`config.mk`:
```
export PLATFORM = sky130hd
export DESIGN_NAME = pulse_beat_detector_flat
export DESIGN_NICKNAME = d
export VERILOG_FILES = /design/src/rtl/core/pbd_pkg.sv /design/src/rtl/core/pbd_ifs.sv /design/src/rtl/core/pbd_divider.sv /design/src/rtl/core/pbd_ctrl.sv /design/src/rtl/core/pbd_datapath.sv /design/src/rtl/core/pulse_beat_detector.sv /design/src/flat_wrapper.sv
export SDC_FILE = /design/constraint.sdc
export NUM_CORES = 2
export LEC_CHECK = 0
export BUFFER_PORTS_ARGS = -buffer_cell sky130_fd_sc_hd__buf_2
export CAP_MARGIN = 40
export CORE_MARGIN = 4
export CORE_UTILIZATION = 30
export DETAILED_ROUTE_END_ITERATION = 7
export SYNTH_ARGS = -nofsm -noshare
export SYNTH_HDL_FRONTEND = slang
export SYNTH_SLANG_ARGS = --single-unit
```
`constraint.sdc`:
```
create_clock -name clk -period 6.84 [get_ports clk]
set_input_delay 0.342 -clock clk [delete_from_list [all_inputs] [get_ports clk]]
set_output_delay 0.342 -clock clk [all_outputs]
set_load 0.01 [all_outputs]
```
`src/rtl/core/pbd_pkg.sv`:
```
// ----------------------------------------------------------------------------
// pbd_pkg
// Shared widths, reset levels, register codes and control types of the
// pulse beat detector.
// ----------------------------------------------------------------------------
package pbd_pkg;

  localparam int SAMPLE_W   = 10;
  localparam int TICK_W     = 4;
  localparam int GAP_W      = 12;
  localparam int TMO_W      = 13;
  localparam int TIME_W     = 16;
  localparam int RATE_W     = 16;
  localparam int CFG_IDX_W  = 4;
  localparam int CFG_DATA_W = 16;

  localparam logic [SAMPLE_W-1:0] LEVEL_RST    = SAMPLE_W'(520);
  localparam logic [SAMPLE_W-1:0] LEVEL_MAX    = SAMPLE_W'(1023);
  localparam logic [TIME_W-1:0]   INTERVAL_RST = TIME_W'(600);
  localparam logic [TIME_W-1:0]   GATE_RST     = TIME_W'((600 / 5) * 3);
  localparam logic [TIME_W-1:0]   ELAPSED_MAX  = TIME_W'(65535);
  localparam logic [RATE_W-1:0]   MS_PER_MIN   = RATE_W'(60000);

  localparam logic [TICK_W-1:0]   TICK_RST     = TICK_W'(2);
  localparam logic [GAP_W-1:0]    GAP_RST      = GAP_W'(250);
  localparam logic [TMO_W-1:0]    TMO_RST      = TMO_W'(2500);
  localparam logic [SAMPLE_W-1:0] REARM_RST    = SAMPLE_W'(512);

  // x / 5 == (x * 52429) >> 18 for every 16-bit x
  localparam logic [TIME_W:0]     DIV5_RECIP   = 17'd52429;
  localparam int                  DIV5_SHIFT   = 18;

  typedef enum logic [CFG_IDX_W-1:0] {
    CFG_TICK  = 4'd0,
    CFG_GAP   = 4'd1,
    CFG_TMO   = 4'd2,
    CFG_REARM = 4'd3
  } pbd_cfg_idx_t;

  typedef struct packed {
    logic load;       // capture the accepted sample
    logic eval;       // run the detection step
    logic hist;       // update history and running sum
    logic div_start;  // launch the rate divider
    logic mean_cap;   // take the mean of the history
    logic rate_cap;   // take the rate from the divider
    logic out_load;   // load the result register
  } pbd_cmd_t;

  typedef struct packed {
    logic beat;       // the sample under evaluation declares a beat
    logic div_busy;   // divider still iterating
  } pbd_sts_t;

endpackage

```
`src/rtl/core/pbd_ifs.sv`:
```
// ----------------------------------------------------------------------------
// pbd_ifs
// Sample, result and configuration channels of the pulse beat detector.
// ----------------------------------------------------------------------------
interface pbd_in_if;
  import pbd_pkg::*;
  logic                valid;
  logic                ready;
  logic [SAMPLE_W-1:0] sample;
  modport source (output valid, output sample, input ready);
  modport sink   (input valid, input sample, output ready);
endinterface

interface pbd_out_if;
  import pbd_pkg::*;
  logic                valid;
  logic                ready;
  logic                beat;
  logic [RATE_W-1:0]   bpm;
  logic [TIME_W-1:0]   beat_interval_ms;
  logic                in_pulse;
  logic [SAMPLE_W-1:0] threshold_level;
  modport source (output valid, output beat, output bpm, output beat_interval_ms,
                  output in_pulse, output threshold_level, input ready);
  modport sink   (input valid, input beat, input bpm, input beat_interval_ms,
                  input in_pulse, input threshold_level, output ready);
endinterface

interface pbd_cfg_if;
  import pbd_pkg::*;
  logic                  valid;
  logic                  ready;
  logic [CFG_IDX_W-1:0]  index;
  logic [CFG_DATA_W-1:0] data;
  modport source (output valid, output index, output data, input ready);
  modport sink   (input valid, input index, input data, output ready);
endinterface

```
`src/rtl/core/pbd_divider.sv`:
```
// ----------------------------------------------------------------------------
// pbd_divider
// Restoring divider, one quotient bit per cycle.
// ----------------------------------------------------------------------------
module pbd_divider #(
  parameter int W = 20
) (
  input  logic         clk,
  input  logic         rst_n,
  input  logic         start,
  input  logic [W-1:0] dividend,
  input  logic [W-1:0] divisor,
  output logic         busy,
  output logic [W-1:0] quotient
);

  localparam int CNT_W = $clog2(W + 1);

  logic [W-1:0]     rem_r, rem_nxt;
  logic [W-1:0]     quo_r, quo_nxt;
  logic [W-1:0]     den_r;
  logic [CNT_W-1:0] cnt_r;
  logic [W:0]       trial;

  always_comb begin
    trial = {rem_r, quo_r[W-1]} - {1'b0, den_r};
    if (!trial[W]) begin
      rem_nxt = trial[W-1:0];
      quo_nxt = {quo_r[W-2:0], 1'b1};
    end else begin
      rem_nxt = {rem_r[W-2:0], quo_r[W-1]};
      quo_nxt = {quo_r[W-2:0], 1'b0};
    end
  end

  always_ff @(posedge clk) begin
    if (!rst_n) begin
      cnt_r <= '0;
    end else if (start) begin
      cnt_r <= CNT_W'(W);
    end else if (cnt_r != '0) begin
      cnt_r <= cnt_r - 1'b1;
    end
  end

  always_ff @(posedge clk) begin
    if (start) begin
      rem_r <= '0;
      quo_r <= dividend;
      den_r <= divisor;
    end else if (cnt_r != '0) begin
      rem_r <= rem_nxt;
      quo_r <= quo_nxt;
    end
  end

  assign busy     = (cnt_r != '0);
  assign quotient = quo_r;

endmodule

```
`src/rtl/core/pbd_ctrl.sv`:
```
// ----------------------------------------------------------------------------
// pbd_ctrl
// Sequencer of the beat detector: accepts a sample, steps the datapath
// through evaluation and, on a beat, history update, the mean and the rate
// division, then hands the result to the output register.
// ----------------------------------------------------------------------------
module pbd_ctrl (
  input  logic              clk,
  input  logic              rst_n,
  input  logic              in_valid,
  output logic              in_ready,
  output logic              out_valid,
  input  logic              out_ready,
  input  pbd_pkg::pbd_sts_t sts,
  output pbd_pkg::pbd_cmd_t cmd
);
  import pbd_pkg::*;

  typedef enum logic [2:0] {
    ST_IDLE,
    ST_EVAL,
    ST_HIST,
    ST_MEAN,
    ST_RATE_GO,
    ST_RATE_WAIT,
    ST_OUT
  } state_t;

  state_t state_r, state_nxt;
  logic   out_valid_r, out_valid_nxt;
  logic   out_free;

  assign out_free  = !out_valid_r || out_ready;
  assign in_ready  = (state_r == ST_IDLE);
  assign out_valid = out_valid_r;

  always_comb begin
    cmd           = '0;
    state_nxt     = state_r;
    out_valid_nxt = out_valid_r && !out_ready;
    case (state_r)
      ST_IDLE: begin
        if (in_valid) begin
          cmd.load  = 1'b1;
          state_nxt = ST_EVAL;
        end
      end
      ST_EVAL: begin
        cmd.eval  = 1'b1;
        state_nxt = sts.beat ? ST_HIST : ST_OUT;
      end
      ST_HIST: begin
        cmd.hist  = 1'b1;
        state_nxt = ST_MEAN;
      end
      ST_MEAN: begin
        cmd.mean_cap = 1'b1;
        state_nxt    = ST_RATE_GO;
      end
      ST_RATE_GO: begin
        cmd.div_start = 1'b1;
        state_nxt     = ST_RATE_WAIT;
      end
      ST_RATE_WAIT: begin
        if (!sts.div_busy) begin
          cmd.rate_cap = 1'b1;
          state_nxt    = ST_OUT;
        end
      end
      ST_OUT: begin
        // hold until the result register is free
        if (out_free) begin
          cmd.out_load  = 1'b1;
          out_valid_nxt = 1'b1;
          state_nxt     = ST_IDLE;
        end
      end
      default: begin
        state_nxt = ST_IDLE;
      end
    endcase
  end

  always_ff @(posedge clk) begin
    if (!rst_n) begin
      state_r     <= ST_IDLE;
      out_valid_r <= 1'b0;
    end else begin
      state_r     <= state_nxt;
      out_valid_r <= out_valid_nxt;
    end
  end

endmodule

```
`src/rtl/core/pbd_datapath.sv`:
```
// ----------------------------------------------------------------------------
// pbd_datapath
// Detection state, configuration registers, interval history with a
// running sum, the rate divider and the result register.
// ----------------------------------------------------------------------------
module pbd_datapath #(
  parameter int HISTORY_DEPTH = 10
) (
  input  logic                           clk,
  input  logic                           rst_n,
  input  pbd_pkg::pbd_cmd_t              cmd,
  output pbd_pkg::pbd_sts_t              sts,
  input  logic                           cfg_we,
  input  logic [pbd_pkg::CFG_IDX_W-1:0]  cfg_index,
  input  logic [pbd_pkg::CFG_DATA_W-1:0] cfg_data,
  input  logic [pbd_pkg::SAMPLE_W-1:0]   in_sample,
  output logic                           out_beat,
  output logic [pbd_pkg::RATE_W-1:0]     out_bpm,
  output logic [pbd_pkg::TIME_W-1:0]     out_interval,
  output logic                           out_in_pulse,
  output logic [pbd_pkg::SAMPLE_W-1:0]   out_threshold
);
  import pbd_pkg::*;

  localparam int PTR_W  = $clog2(HISTORY_DEPTH);
  localparam int FILL_W = $clog2(HISTORY_DEPTH + 1);
  localparam int SUM_W  = TIME_W + $clog2(HISTORY_DEPTH);
  localparam int LVL_SW = SAMPLE_W + 2;

  // sum / HISTORY_DEPTH == (sum * MEAN_RECIP) >> MEAN_SHIFT for every SUM_W-bit sum
  localparam int MEAN_SHIFT = SUM_W + $clog2(HISTORY_DEPTH);
  localparam int REC_W      = SUM_W + 2;
  localparam logic [REC_W-1:0] MEAN_RECIP =
    REC_W'(((64'd1 << MEAN_SHIFT) + 64'(HISTORY_DEPTH) - 64'd1) / 64'(HISTORY_DEPTH));

  // configuration
  logic [TICK_W-1:0]   tick_r;
  logic [GAP_W-1:0]    gap_r;
  logic [TMO_W-1:0]    tmo_r;
  logic [SAMPLE_W-1:0] rearm_r;

  // detection state
  logic [TIME_W-1:0]   elapsed_r;
  logic [SAMPLE_W-1:0] peak_r, trough_r, thr_r;
  logic [TIME_W-1:0]   interval_r, gate_r;
  logic [RATE_W-1:0]   rate_r;
  logic                pulse_r, needs_seed_r;

  // per-sample working registers
  logic [SAMPLE_W-1:0] sample_r;
  logic [TIME_W-1:0]   n_r;
  logic                beat_r, seed_r;

  // history
  logic [TIME_W-1:0]   hist_mem [HISTORY_DEPTH];
  logic [TIME_W-1:0]   oldest_r;
  logic [TIME_W-1:0]   seed_val_r;
  logic [PTR_W-1:0]    wp_r;
  logic [FILL_W-1:0]   fill_r;
  logic [SUM_W-1:0]    sum_r;
  logic [TIME_W-1:0]   mean_r;
  logic [SUM_W+REC_W-1:0] mean_prod;
  logic [TIME_W-1:0]   mean_q;

  // divider
  logic [SUM_W-1:0]    div_dividend, div_divisor, div_quo;
  logic                div_busy;

  // combinational step values
  logic [TIME_W:0]     elapsed_add;
  logic [TIME_W-1:0]   n_nxt;
  logic                below, above, past_gate, beat_now, pulse_end, timeout;
  logic [SAMPLE_W-1:0] peak_a, trough_a;
  logic signed [LVL_SW-1:0] amp, half, t_lvl;
  logic [SAMPLE_W-1:0] t_clamp;
  logic [TIME_W-1:0]   oldest;
  logic [2*TIME_W+1:0] gate_prod;
  logic [TIME_W-1:0]   gate_q, gate_nxt;

  // elapsed time, saturating
  assign elapsed_add = {1'b0, elapsed_r} + (TIME_W+1)'(tick_r);
  assign n_nxt       = elapsed_add[TIME_W] ? ELAPSED_MAX : elapsed_add[TIME_W-1:0];

  always_comb begin
    below     = sample_r < thr_r;
    above     = sample_r > thr_r;
    past_gate = n_r > gate_r;
    beat_now  = (n_r > TIME_W'(gap_r)) && above && !pulse_r && past_gate;
    timeout   = n_r > TIME_W'(tmo_r);
    trough_a  = (below && past_gate && (sample_r < trough_r)) ? sample_r : trough_r;
    peak_a    = (above && (sample_r > peak_r)) ? sample_r : peak_r;
    pulse_end = below && pulse_r;
    amp       = LVL_SW'(signed'({1'b0, peak_a})) - LVL_SW'(signed'({1'b0, trough_a}));
    // halve toward zero
    half      = (amp + LVL_SW'(signed'({1'b0, amp[LVL_SW-1]}))) >>> 1;
    t_lvl     = half + LVL_SW'(signed'({1'b0, trough_a}));
    if (t_lvl < 0) begin
      t_clamp = '0;
    end else if (t_lvl > LVL_SW'(signed'({1'b0, LEVEL_MAX}))) begin
      t_clamp = LEVEL_MAX;
    end else begin
      t_clamp = t_lvl[SAMPLE_W-1:0];
    end
  end

  assign sts = {beat_now, div_busy};

  // next gate = (interval / 5) * 3
  assign gate_prod = (2*TIME_W+2)'(interval_r) * (2*TIME_W+2)'(DIV5_RECIP);
  assign gate_q    = TIME_W'(gate_prod >> DIV5_SHIFT);
  assign gate_nxt  = {gate_q[TIME_W-2:0], 1'b0} + gate_q;

  // history mean by reciprocal multiply
  assign mean_prod = (SUM_W+REC_W)'(sum_r) * (SUM_W+REC_W)'(MEAN_RECIP);
  assign mean_q    = TIME_W'(mean_prod >> MEAN_SHIFT);

  // entries not rewritten since the last seed read as the seed value
  assign oldest = (fill_r < FILL_W'(HISTORY_DEPTH)) ? seed_val_r : oldest_r;

  always_ff @(posedge clk) begin
    if (!rst_n) begin
      tick_r  <= TICK_RST;
      gap_r   <= GAP_RST;
      tmo_r   <= TMO_RST;
      rearm_r <= REARM_RST;
    end else if (cfg_we) begin
      case (cfg_index)
        CFG_TICK:  tick_r  <= cfg_data[TICK_W-1:0];
        CFG_GAP:   gap_r   <= cfg_data[GAP_W-1:0];
        CFG_TMO:   tmo_r   <= cfg_data[TMO_W-1:0];
        CFG_REARM: rearm_r <= cfg_data[SAMPLE_W-1:0];
        default: ;
      endcase
    end
  end

  always_ff @(posedge clk) begin
    if (!rst_n) begin
      elapsed_r    <= '0;
      peak_r       <= LEVEL_RST;
      trough_r     <= LEVEL_RST;
      thr_r        <= LEVEL_RST;
      interval_r   <= INTERVAL_RST;
      gate_r       <= GATE_RST;
      rate_r       <= '0;
      pulse_r      <= 1'b0;
      needs_seed_r <= 1'b1;
      wp_r         <= '0;
      fill_r       <= '0;
    end else begin
      if (cmd.eval) begin
        peak_r   <= peak_a;
        trough_r <= trough_a;
        elapsed_r <= (beat_now || timeout) ? '0 : n_r;
        if (beat_now) begin
          pulse_r      <= 1'b1;
          interval_r   <= n_r;
          needs_seed_r <= 1'b0;
        end
        if (pulse_end) begin
          pulse_r  <= 1'b0;
          thr_r    <= t_clamp;
          peak_r   <= t_clamp;
          trough_r <= t_clamp;
        end
        if (timeout) begin
          thr_r        <= rearm_r;
          peak_r       <= rearm_r;
          trough_r     <= rearm_r;
          needs_seed_r <= 1'b1;
        end
      end
      if (cmd.hist) begin
        gate_r <= gate_nxt;
        if (seed_r) begin
          fill_r <= '0;
        end else begin
          wp_r   <= (wp_r == PTR_W'(HISTORY_DEPTH - 1)) ? '0 : wp_r + 1'b1;
          if (fill_r < FILL_W'(HISTORY_DEPTH)) begin
            fill_r <= fill_r + 1'b1;
          end
        end
      end
      if (cmd.rate_cap) begin
        rate_r <= (mean_r == '0) ? MS_PER_MIN : div_quo[RATE_W-1:0];
      end
    end
  end

  always_ff @(posedge clk) begin
    if (cmd.load) begin
      sample_r <= in_sample;
      n_r      <= n_nxt;
    end
    if (cmd.eval) begin
      beat_r   <= beat_now;
      seed_r   <= needs_seed_r;
      oldest_r <= hist_mem[wp_r];
    end
    if (cmd.hist) begin
      if (seed_r) begin
        seed_val_r <= interval_r;
        sum_r      <= SUM_W'(interval_r) * SUM_W'(HISTORY_DEPTH);
      end else begin
        hist_mem[wp_r] <= interval_r;
        sum_r          <= sum_r - SUM_W'(oldest) + SUM_W'(interval_r);
      end
    end
    if (cmd.mean_cap) begin
      mean_r <= mean_q;
    end
    if (cmd.out_load) begin
      out_beat      <= beat_r;
      out_bpm       <= rate_r;
      out_interval  <= interval_r;
      out_in_pulse  <= pulse_r;
      out_threshold <= thr_r;
    end
  end

  assign div_dividend = SUM_W'(MS_PER_MIN);
  assign div_divisor  = SUM_W'(mean_r);

  pbd_divider #(
    .W (SUM_W)
  ) u_div (
    .clk      (clk),
    .rst_n    (rst_n),
    .start    (cmd.div_start),
    .dividend (div_dividend),
    .divisor  (div_divisor),
    .busy     (div_busy),
    .quotient (div_quo)
  );

endmodule

```
`src/rtl/core/pulse_beat_detector.sv`:
```
// ----------------------------------------------------------------------------
// pulse_beat_detector
// Beat and rate detection for a ten-bit pulse sensor stream.
// ----------------------------------------------------------------------------
// Usage: one sample transfer on in_ch yields exactly one result transfer on
// out_ch (beat flag, bpm, last interval, pulse flag, threshold). Both use a
// valid/ready handshake. cfg_ch writes tick_ms, min_beat_gap_ms,
// silence_timeout_ms and rearm_level at indexes 0..3; cfg_ch.ready is
// always high and writes beyond the list are dropped. Write it only while
// no sample is in flight.
// Sequence: a sample without a beat is evaluated and its result loaded into
// the result register; the next sample can transfer as soon as that result
// is valid. A beat sample also updates the history, takes the mean by a
// reciprocal multiply and runs 60000 / mean on a restoring divider, one
// quotient bit per cycle over 16 + clog2(HISTORY_DEPTH) bits, before its
// result is loaded and the next sample can transfer.
// One sample is in work at a time; in_ch.ready is high only between samples.
// The result register lets the next sample enter while out_ch stalls; the
// sequencer then holds that sample's result until out_ch takes the previous.
// Reset (synchronous, active low) restores all configuration and detection
// state to their defaults and empties the result register.
// ----------------------------------------------------------------------------
module pulse_beat_detector #(
  parameter int HISTORY_DEPTH = 10
) (
  input  logic      clk,
  input  logic      rst_n,
  pbd_in_if.sink    in_ch,
  pbd_out_if.source out_ch,
  pbd_cfg_if.sink   cfg_ch
);
  import pbd_pkg::*;

  pbd_cmd_t cmd;
  pbd_sts_t sts;

  assign cfg_ch.ready = 1'b1;

  pbd_ctrl u_ctrl (
    .clk       (clk),
    .rst_n     (rst_n),
    .in_valid  (in_ch.valid),
    .in_ready  (in_ch.ready),
    .out_valid (out_ch.valid),
    .out_ready (out_ch.ready),
    .sts       (sts),
    .cmd       (cmd)
  );

  pbd_datapath #(
    .HISTORY_DEPTH (HISTORY_DEPTH)
  ) u_dp (
    .clk           (clk),
    .rst_n         (rst_n),
    .cmd           (cmd),
    .sts           (sts),
    .cfg_we        (cfg_ch.valid),
    .cfg_index     (cfg_ch.index),
    .cfg_data      (cfg_ch.data),
    .in_sample     (in_ch.sample),
    .out_beat      (out_ch.beat),
    .out_bpm       (out_ch.bpm),
    .out_interval  (out_ch.beat_interval_ms),
    .out_in_pulse  (out_ch.in_pulse),
    .out_threshold (out_ch.threshold_level)
  );

endmodule

```
`src/flat_wrapper.sv`:
```
// flat-port wrapper written by rule: the top's interface ports become plain ports
module pulse_beat_detector_flat import pbd_pkg::*;
#(
  parameter int HISTORY_DEPTH = 10
)
  (clk, rst_n, in_ch_valid, in_ch_sample, in_ch_ready, out_ch_valid, out_ch_beat, out_ch_bpm, out_ch_beat_interval_ms, out_ch_in_pulse, out_ch_threshold_level, out_ch_ready, cfg_ch_valid, cfg_ch_index, cfg_ch_data, cfg_ch_ready);
  pbd_in_if in_ch_i ();
  pbd_out_if out_ch_i ();
  pbd_cfg_if cfg_ch_i ();
  input  logic clk;
  input  logic rst_n;
  input wire logic [$bits(in_ch_i.valid)-1:0] in_ch_valid;
  input wire logic [$bits(in_ch_i.sample)-1:0] in_ch_sample;
  output wire logic [$bits(in_ch_i.ready)-1:0] in_ch_ready;
  output wire logic [$bits(out_ch_i.valid)-1:0] out_ch_valid;
  output wire logic [$bits(out_ch_i.beat)-1:0] out_ch_beat;
  output wire logic [$bits(out_ch_i.bpm)-1:0] out_ch_bpm;
  output wire logic [$bits(out_ch_i.beat_interval_ms)-1:0] out_ch_beat_interval_ms;
  output wire logic [$bits(out_ch_i.in_pulse)-1:0] out_ch_in_pulse;
  output wire logic [$bits(out_ch_i.threshold_level)-1:0] out_ch_threshold_level;
  input wire logic [$bits(out_ch_i.ready)-1:0] out_ch_ready;
  input wire logic [$bits(cfg_ch_i.valid)-1:0] cfg_ch_valid;
  input wire logic [$bits(cfg_ch_i.index)-1:0] cfg_ch_index;
  input wire logic [$bits(cfg_ch_i.data)-1:0] cfg_ch_data;
  output wire logic [$bits(cfg_ch_i.ready)-1:0] cfg_ch_ready;
  assign in_ch_i.valid = in_ch_valid;
  assign in_ch_i.sample = in_ch_sample;
  assign in_ch_ready = in_ch_i.ready;
  assign out_ch_valid = out_ch_i.valid;
  assign out_ch_beat = out_ch_i.beat;
  assign out_ch_bpm = out_ch_i.bpm;
  assign out_ch_beat_interval_ms = out_ch_i.beat_interval_ms;
  assign out_ch_in_pulse = out_ch_i.in_pulse;
  assign out_ch_threshold_level = out_ch_i.threshold_level;
  assign out_ch_i.ready = out_ch_ready;
  assign cfg_ch_i.valid = cfg_ch_valid;
  assign cfg_ch_i.index = cfg_ch_index;
  assign cfg_ch_i.data = cfg_ch_data;
  assign cfg_ch_ready = cfg_ch_i.ready;
  pulse_beat_detector #(.HISTORY_DEPTH(HISTORY_DEPTH)) u_core (.clk(clk), .rst_n(rst_n), .in_ch(in_ch_i), .out_ch(out_ch_i), .cfg_ch(cfg_ch_i));
endmodule
```
# Word-level counts from Yosys, hierarchy flattened
# Memory sizes are Yosys's and may differ from the RTL's. A register that Yosys moved wholly into a read port is not among the register bits.
# Cells that the tools add are included.
# W data, S select, Z words.
classes:
  n_addsub: 11
  multipliers: 3
  magnitude_cmp: 10
  eq_ne: 13
  mux: 45
  bitwise: 2
  reduce_logical: 35
op_table:
  columns: ["cell", "count"]
  rows:
  - ["$mux W10", 10]
  - ["$mux W16", 3]
  - ["$mux W20", 2]
  - ["$mul A20 B20 Y39 const B", 1]
  - ["$mul A16 B16 Y32 const B", 1]
  - ["$reduce_and A2 Y1", 11]
  - ["$pmux W3 S7", 1]
  - ["$sub A21 B16 Y21", 1]
  - ["$add A20 B16 Y20", 1]
  - ["$gt A10 B10 Y1", 2]
  - ["$lt A10 B10 Y1", 2]
  - ["$mux W1", 20]
  - ["$sub A20 B16 Y20", 1]
  - ["$mul A16 B3 Y19 const B", 1]
  - ["$add A16 B4 Y17", 1]
  - ["$add A15 B14 Y16", 1]
  - ["$gt A16 B12 Y1", 1]
  - ["$gt A16 B13 Y1", 1]
  - ["$gt A16 B16 Y1", 1]
  - ["$logic_not A16 Y1", 1]
  - ["$add A11 B11 Y12", 1]
  - ["$add A11 B2 Y12", 1]
  - ["$gt A12 B11 Y1 const B", 1]
  - ["$lt A12 B1 Y1 const B", 1]
  - ["other kinds (24)", 52]
totals:
  reg_bits: 332
  ram_bits: 160
  input_bits: 35
  output_inout_bits: 47
  elab_cells: 155
  mem_count: 1
memory_table:
  columns: ["memory", "depth", "word_bits", "read_ports", "rd_ports_with_merged_regs", "write_ports", "line_no", "source"]
  rows:
  - ["u_core.u_dp.hist_mem", 10, 16, 1, 1, 1, "pbd_datapath.sv:55", "logic [TIME_W-1:0] hist_mem [HISTORY_DEPTH];"]

# Longest topological paths before layout
logic_depth:
  ltp_word: 12
  ltp_mapped: 35
  mapped_depth_nobuf: 35

# Cells and area by module
# From an unflattened synthesis, not the netlist that was laid out.
unflattened:
  cells_unflattened: 3444
  hier_area_um2: 37778.7
by_module_without_submodules:
  columns: ["module", "instances", "cells_each", "area_each_um2", "seq_area_each_um2"]
  rows:
  - ["pbd_datapath", 1, 3038, 33688.6, 11871.4]
  - ["pbd_divider", 1, 373, 3811.2, 1701.6]
  - ["pbd_ctrl", 1, 31, 267.8, 80.1]
  - ["pulse_beat_detector", 1, 2, 11.3, 0.0]

# Worst setup path before layout
# OpenSTA, ideal clock, no wires.
synth_timing:
  path_type: "register to register"
  start: "reg u_core.u_dp.sample_r[5]"
  end: "reg u_core.u_dp.trough_r[3]"
  setup_time_ns: 0.128
  t_arrival_ns: 7.172
  required_time_ns: 6.712
  setup_slack_ns: -0.460
  stages_incl_launch_ff: 35
  path_buffers: 4
  synth_period_minus_slack_ns: 7.300
  cell_sequence: "edfxtp_1 -> ha_1 -> a41oi_1 -> o21ai_1 -> a2111oi_4 -> o211ai_2 -> nor3_4 -> clkbuf_1 -> nand2_1 -> o21ai_0 -> inv_1 -> ha_1 -> nor2b_1 -> o21ai_0 -> nand2b_1 -> clkbuf_1 -> a21oi_1 -> o31ai_1 -> a211o_1 -> maj3_1 -> xnor2_2 -> or4b_1 -> nor2_1 -> nand2_1 -> xnor2_1 -> ha_1 -> clkbuf_1 -> a21oi_1 -> nand2_1 -> a211o_1 -> a41oi_1 -> nor2_1 -> buf_2 -> o22ai_1 -> a211oi_1"
synth_between:
  elab_chain_cells: 12
  elab_cells_between_ends: 19
synth_lines:
  columns: ["item", "line_no", "source"]
  rows:
  - ["start: declaration", "pbd_datapath.sv:50", "logic [SAMPLE_W-1:0] sample_r;"]
  - ["start signal: assignment", "pbd_datapath.sv:192", "sample_r <= in_sample;"]
  - ["$lt A10 B10 Y1", "pbd_datapath.sv:85", "below = sample_r < thr_r;"]
  - ["$logic_and A1 B1 Y1 (2 in a row)", "pbd_datapath.sv:90", "trough_a = (below && past_gate && (sample_r < trough_r)) ? sample_r : trough_r;"]
  - ["$mux W10", "pbd_datapath.sv:90", null]
  - ["$sub A10 B10 Y11", "pbd_datapath.sv:93", "amp = LVL_SW'(signed'({1'b0, peak_a})) - LVL_SW'(signed'({1'b0, trough_a}));"]
  - ["$add A11 B2 Y12", "pbd_datapath.sv:95", "half = (amp + LVL_SW'(signed'({1'b0, amp[LVL_SW-1]}))) >>> 1;"]
  - ["$add A11 B11 Y12", "pbd_datapath.sv:96", "t_lvl = half + LVL_SW'(signed'({1'b0, trough_a}));"]
  - ["$gt A12 B11 Y1", "pbd_datapath.sv:99", "end else if (t_lvl > LVL_SW'(signed'({1'b0, LEVEL_MAX}))) begin"]
  - ["$mux W10", "pbd_datapath.sv:99", null]
  - ["$mux W10", "pbd_datapath.sv:97", "if (t_lvl < 0) begin"]
  - ["$mux W10 (*)", "pbd_datapath.sv:160", "if (pulse_end) begin"]
  - ["$mux W10 (*)", "pbd_datapath.sv:166", "if (timeout) begin"]
  - ["end signal: assignment", "pbd_datapath.sv:153", "trough_r <= trough_a;"]
  - ["end signal: assignment", "pbd_datapath.sv:164", "trough_r <= t_clamp;"]
  - ["end signal: assignment", "pbd_datapath.sv:169", "trough_r <= rearm_r;"]
  - ["end: declaration", "pbd_datapath.sv:44", "logic [SAMPLE_W-1:0] peak_r, trough_r, thr_r;"]
# Every way passes the cells marked *; elsewhere a longest branch is shown, timed or not.
# A chain may end at the register's enable or synchronous reset.

# Worst setup path after layout
layout_timing:
  start: "reg u_core.u_dp.interval_r[6]"
  end: "reg u_core.u_dp.gate_r[9]"
layout_between:
  elab_chain_cells: 2
layout_lines:
  columns: ["item", "line_no", "source"]
  rows:
  - ["start: declaration", "pbd_datapath.sv:45", "logic [TIME_W-1:0] interval_r, gate_r;"]
  - ["start signal: assignment", "pbd_datapath.sv:157", "interval_r <= n_r;"]
  - ["$mul A16 B16 Y32", "pbd_datapath.sv:109", "assign gate_prod = (2*TIME_W+2)'(interval_r) * (2*TIME_W+2)'(DIV5_RECIP);"]
  - ["$add A15 B14 Y16", "pbd_datapath.sv:111", "assign gate_nxt = {gate_q[TIME_W-2:0], 1'b0} + gate_q;"]
  - ["end signal: assignment", "pbd_datapath.sv:174", "gate_r <= gate_nxt;"]
  - ["end: declaration", "pbd_datapath.sv:45", null]
# No other way between the ends.

==> reports/results.ini <==
[status]
status=finished with violations
violations=setup timing

[drt]
dr_wl_met2_mm=41.4
wl_mm=90.9
wirelength_met1_mm=42.5
drt_iter0_drc=1635
firstDrtPassIters=5
drc=0
drt.antenna.violating_nets=0
met3_length_mm=4.91
top_layer_used=met4
via_per_inst=4.69
num_vias=25704
wire_per_inst_um=16.6

[cts]
clkTransAtPathRegs_ps=70
numCtsBuffers=52
cts_sinks=508
clock_path_buffers=3
htree_levels=2
clock-root-buffer=clkbuf_16
cts_tree=done
clock_latency_ps=610

[setup_path]
worstSetupPathType=flip-flop to flip-flop
regToRegStartpoint=u_core.u_dp.interval_r[6]$_SDFFE_PN1P_
reg2reg_slack_ps=-90
r2r_cells=33
cp_max_fo=4
r2r_end=u_core.u_dp.gate_r[9]$_SDFFE_PN0P_
cp_slowest_cell=fa_1
arrival_ps=7390
cp_common_cell=buf_4
cp-end-kind=flip-flop
max_stage_delay_ps=530
worst_setup_path_start_kind=flip-flop
cp.required_ps=7290

[logic_synthesis]
yosys_most_used_dff=edfxtp_1
synth_cell_types=94
avgSynthCellArea_um2=10.7
syn_nets=4173
synth_area_mm2=0.0365
async_flop_share_pct=0
ys.warnings.count=0
synthTopCellsByCount=inv_1, ha_1, edfxtp_1, fa_1, nand2_1
synth.most_common_cell=inv_1
synth-seq-area-share_pct=36.5
synth_top_area_share_pct=26.0
ys_top_cells_by_area=edfxtp_1, ha_1, fa_1
synth_edf_count=316
synthCells=3400
synth_area_leader_cell=edfxtp_1
yosys_register_bits=508

[worst_hold_path]
hold_class=input port to flip-flop
hold_start=in_ch_sample[9]
hold_end=u_core.u_dp.sample_r[9]$_DFFE_PP_
whs_path_depth=1

[finish]
areaGrowthSynthToFinish_pct=22.7
diodes=0
drive_gt1_share_pct=21.4
final_area_mm2=0.0448
fin_nets=4601

[sta]
slew_violations=0
fin_skew_ps=15.6
rsz0062_at_grt=true
max_freq_mhz=144
fin_ws_ps=-94.0
worstMarginPinSlew_ps=898
period_share_pct=101
max-slew-margin-rel_pct=40.1
period_minus_slack_ps=6930
finalSetupViolations=3
hold_viol=0

[placed_design]
dp_hpwl_mm=70.4
place_area_mm2=0.0412
gp_congestion=0.902
preCtsSetupSlack_ps=-327
io_buffers=77

[floorplanning]
coreArea_mm2=0.120
ios=82
die_w_um=357
start_util_pct=30.3
fp.dieH_um=357
num_rows=127
dieArea_mm2=0.127

[run]
maxCapViolCount=0

[global_routing]
antenna_found_initial=0
grt_overflow_total=0
grt_max_degree=75
grt_usage_pct=14.0
grt_pass1_vias=25776
grt_pass1_wl_mm=142

==> what timing repair did <==
action,4_1_cts,5_1_grt
setup buffers,12,40
setup endpoints to repair,40,42
pin swaps,49,150
hold buffers,15,0
resized for setup,52,188
hold endpoints to repair,23,0
gates cloned,0,1
==> flip-flops by register name (all words and copies together), names as in the netlist, 12 cells and up <==
signal and cells:
u_core.u_dp.interval_r 16, u_core.u_dp.out_interval 16, u_core.u_dp.seed_val_r 16, u_core.u_dp.elapsed_r 16, u_core.u_dp.oldest_r 16, u_core.u_dp.u_div.den_r 16
u_core.u_dp.gap_r 12, u_core.u_dp.n_r 16, u_core.u_dp.out_bpm 16, u_core.u_dp.mean_r 16, u_core.u_dp.rate_r 16, u_core.u_dp.u_div.quotient 20
u_core.u_dp.tmo_r 13, u_core.u_dp.hist_mem 160, u_core.u_dp.gate_r 16, u_core.u_dp.sum_r 20, u_core.u_dp.u_div.rem_r 20
==> worst max path at each step <==
stage / start / to / slack, ps / cells after the start
finish: u_core.u_dp.interval_r[6]$_SDFFE_PN1P_ / u_core.u_dp.gate_r[9]$_SDFFE_PN0P_ / -90 / 33
global route: u_core.u_dp.interval_r[6]$_SDFFE_PN1P_ / u_core.u_dp.gate_r[13]$_SDFFE_PN0P_ / -380 / 32
CTS: u_core.u_dp.interval_r[11]$_SDFFE_PN0P_ / u_core.u_dp.gate_r[15]$_SDFFE_PN0P_ / 1 / 36
detailed placement: u_core.u_dp.interval_r[11]$_SDFFE_PN0P_ / u_core.u_dp.gate_r[13]$_SDFFE_PN0P_ / -330 / 33
global placement: u_core.u_dp.interval_r[11]$_SDFFE_PN0P_ / u_core.u_dp.gate_r[13]$_SDFFE_PN0P_ / -390 / 33
floorplan: u_core.u_dp.sample_r[5]$_DFFE_PP_ / u_core.u_dp.trough_r[3]$_SDFFE_PN1P_ / -2 / 34
==> stage by stage <==
step	hold WS [ps]	util [%]	std cells	TNS [ps]
finish	37.1	37.2	5484	-180
floorplan	400	-	3400	-2.46
global placement	417	34.1	5310	-2010
CTS	6.84	36.1	5444	0
global route	16.3	37.2	5484	-5290
detailed placement	425	34.2	5319	-2990
==> cells by family (layout without fill, tap and decap cells) <==
group / Yosys count / count (layout) / synth area share (%)
adders and majority gates: 739 / 739 / 30.3
xor gates and xnor gates: 115 / 115 / 2.90
muxes: 122 / 122 / 4.55
and+or+nand+nor: 632 / 632 / 8.09
other: 1 / 1 / 0.0103
buffers and inverters: 684 / 1156 / 7.08
AOI/OAI and AO/OA: 599 / 599 / 10.6
DFF: 508 / 508 / 36.5
==> critical path: cells and delay by family (launching register included) <==
| family | cells | cell delay [ps] |
|---|---|---|
| flip-flops | 1 | 370 |
| AND/OR/NAND/NOR | 8 | 790 |
| adder cells (fa/ha/maj) | 8 | 3410 |
| buffers and inverters | 8 | 840 |
| AO/OA/AOI/OAI | 7 | 1110 |
| XOR/XNOR | 2 | 270 |
==> layer usage <==
metal / GRT usage, % / up-vias
met5: 0 / -
met4: 3.34 / 0
met3: 2.24 / 108
met2: 22.5 / 576
met1: 19.8 / 12438
li1: - / 12582
==> area by class of cell <==
cell class                      instances  area (um^2)
Clock buffer                           78         1510
Clock inverter                         20          228
Fill cell                           11870        75600
Inverter                              587         2210
Multi-Input combinational cell       2208        21900
Sequential cell                       508        13400
Tap cell                             1612         2020
Timing Repair Buffer                  471         3530
==> placed cells by master (no fill, tap or decap), types with 31 or more instances in the layout <==
master | netlist | final
inv_1 | 582 | 571
ha_1 | 496 | 444
buf_4 | 2 | 354
edfxtp_1 | 316 | 316
fa_1 | 242 | 229
nand2_1 | 211 | 206
dfxtp_1 | 192 | 177
nor2_1 | 181 | 174
a21oi_1 | 175 | 151
o21ai_0 | 118 | 97
buf_2 | 3 | 77
xnor2_1 | 78 | 73
mux2i_1 | 69 | 69
clkbuf_16 | 0 | 55
ha_4 | 0 | 43
a211oi_1 | 46 | 39
nand3_1 | 38 | 38
nor3_1 | 38 | 32
mux4_2 | 32 | 32
xor2_1 | 32 | 31
Power is left out: the tool's default activity adds up to more than one toggle a clock period on the data nets, which glitch-free logic cannot reach.
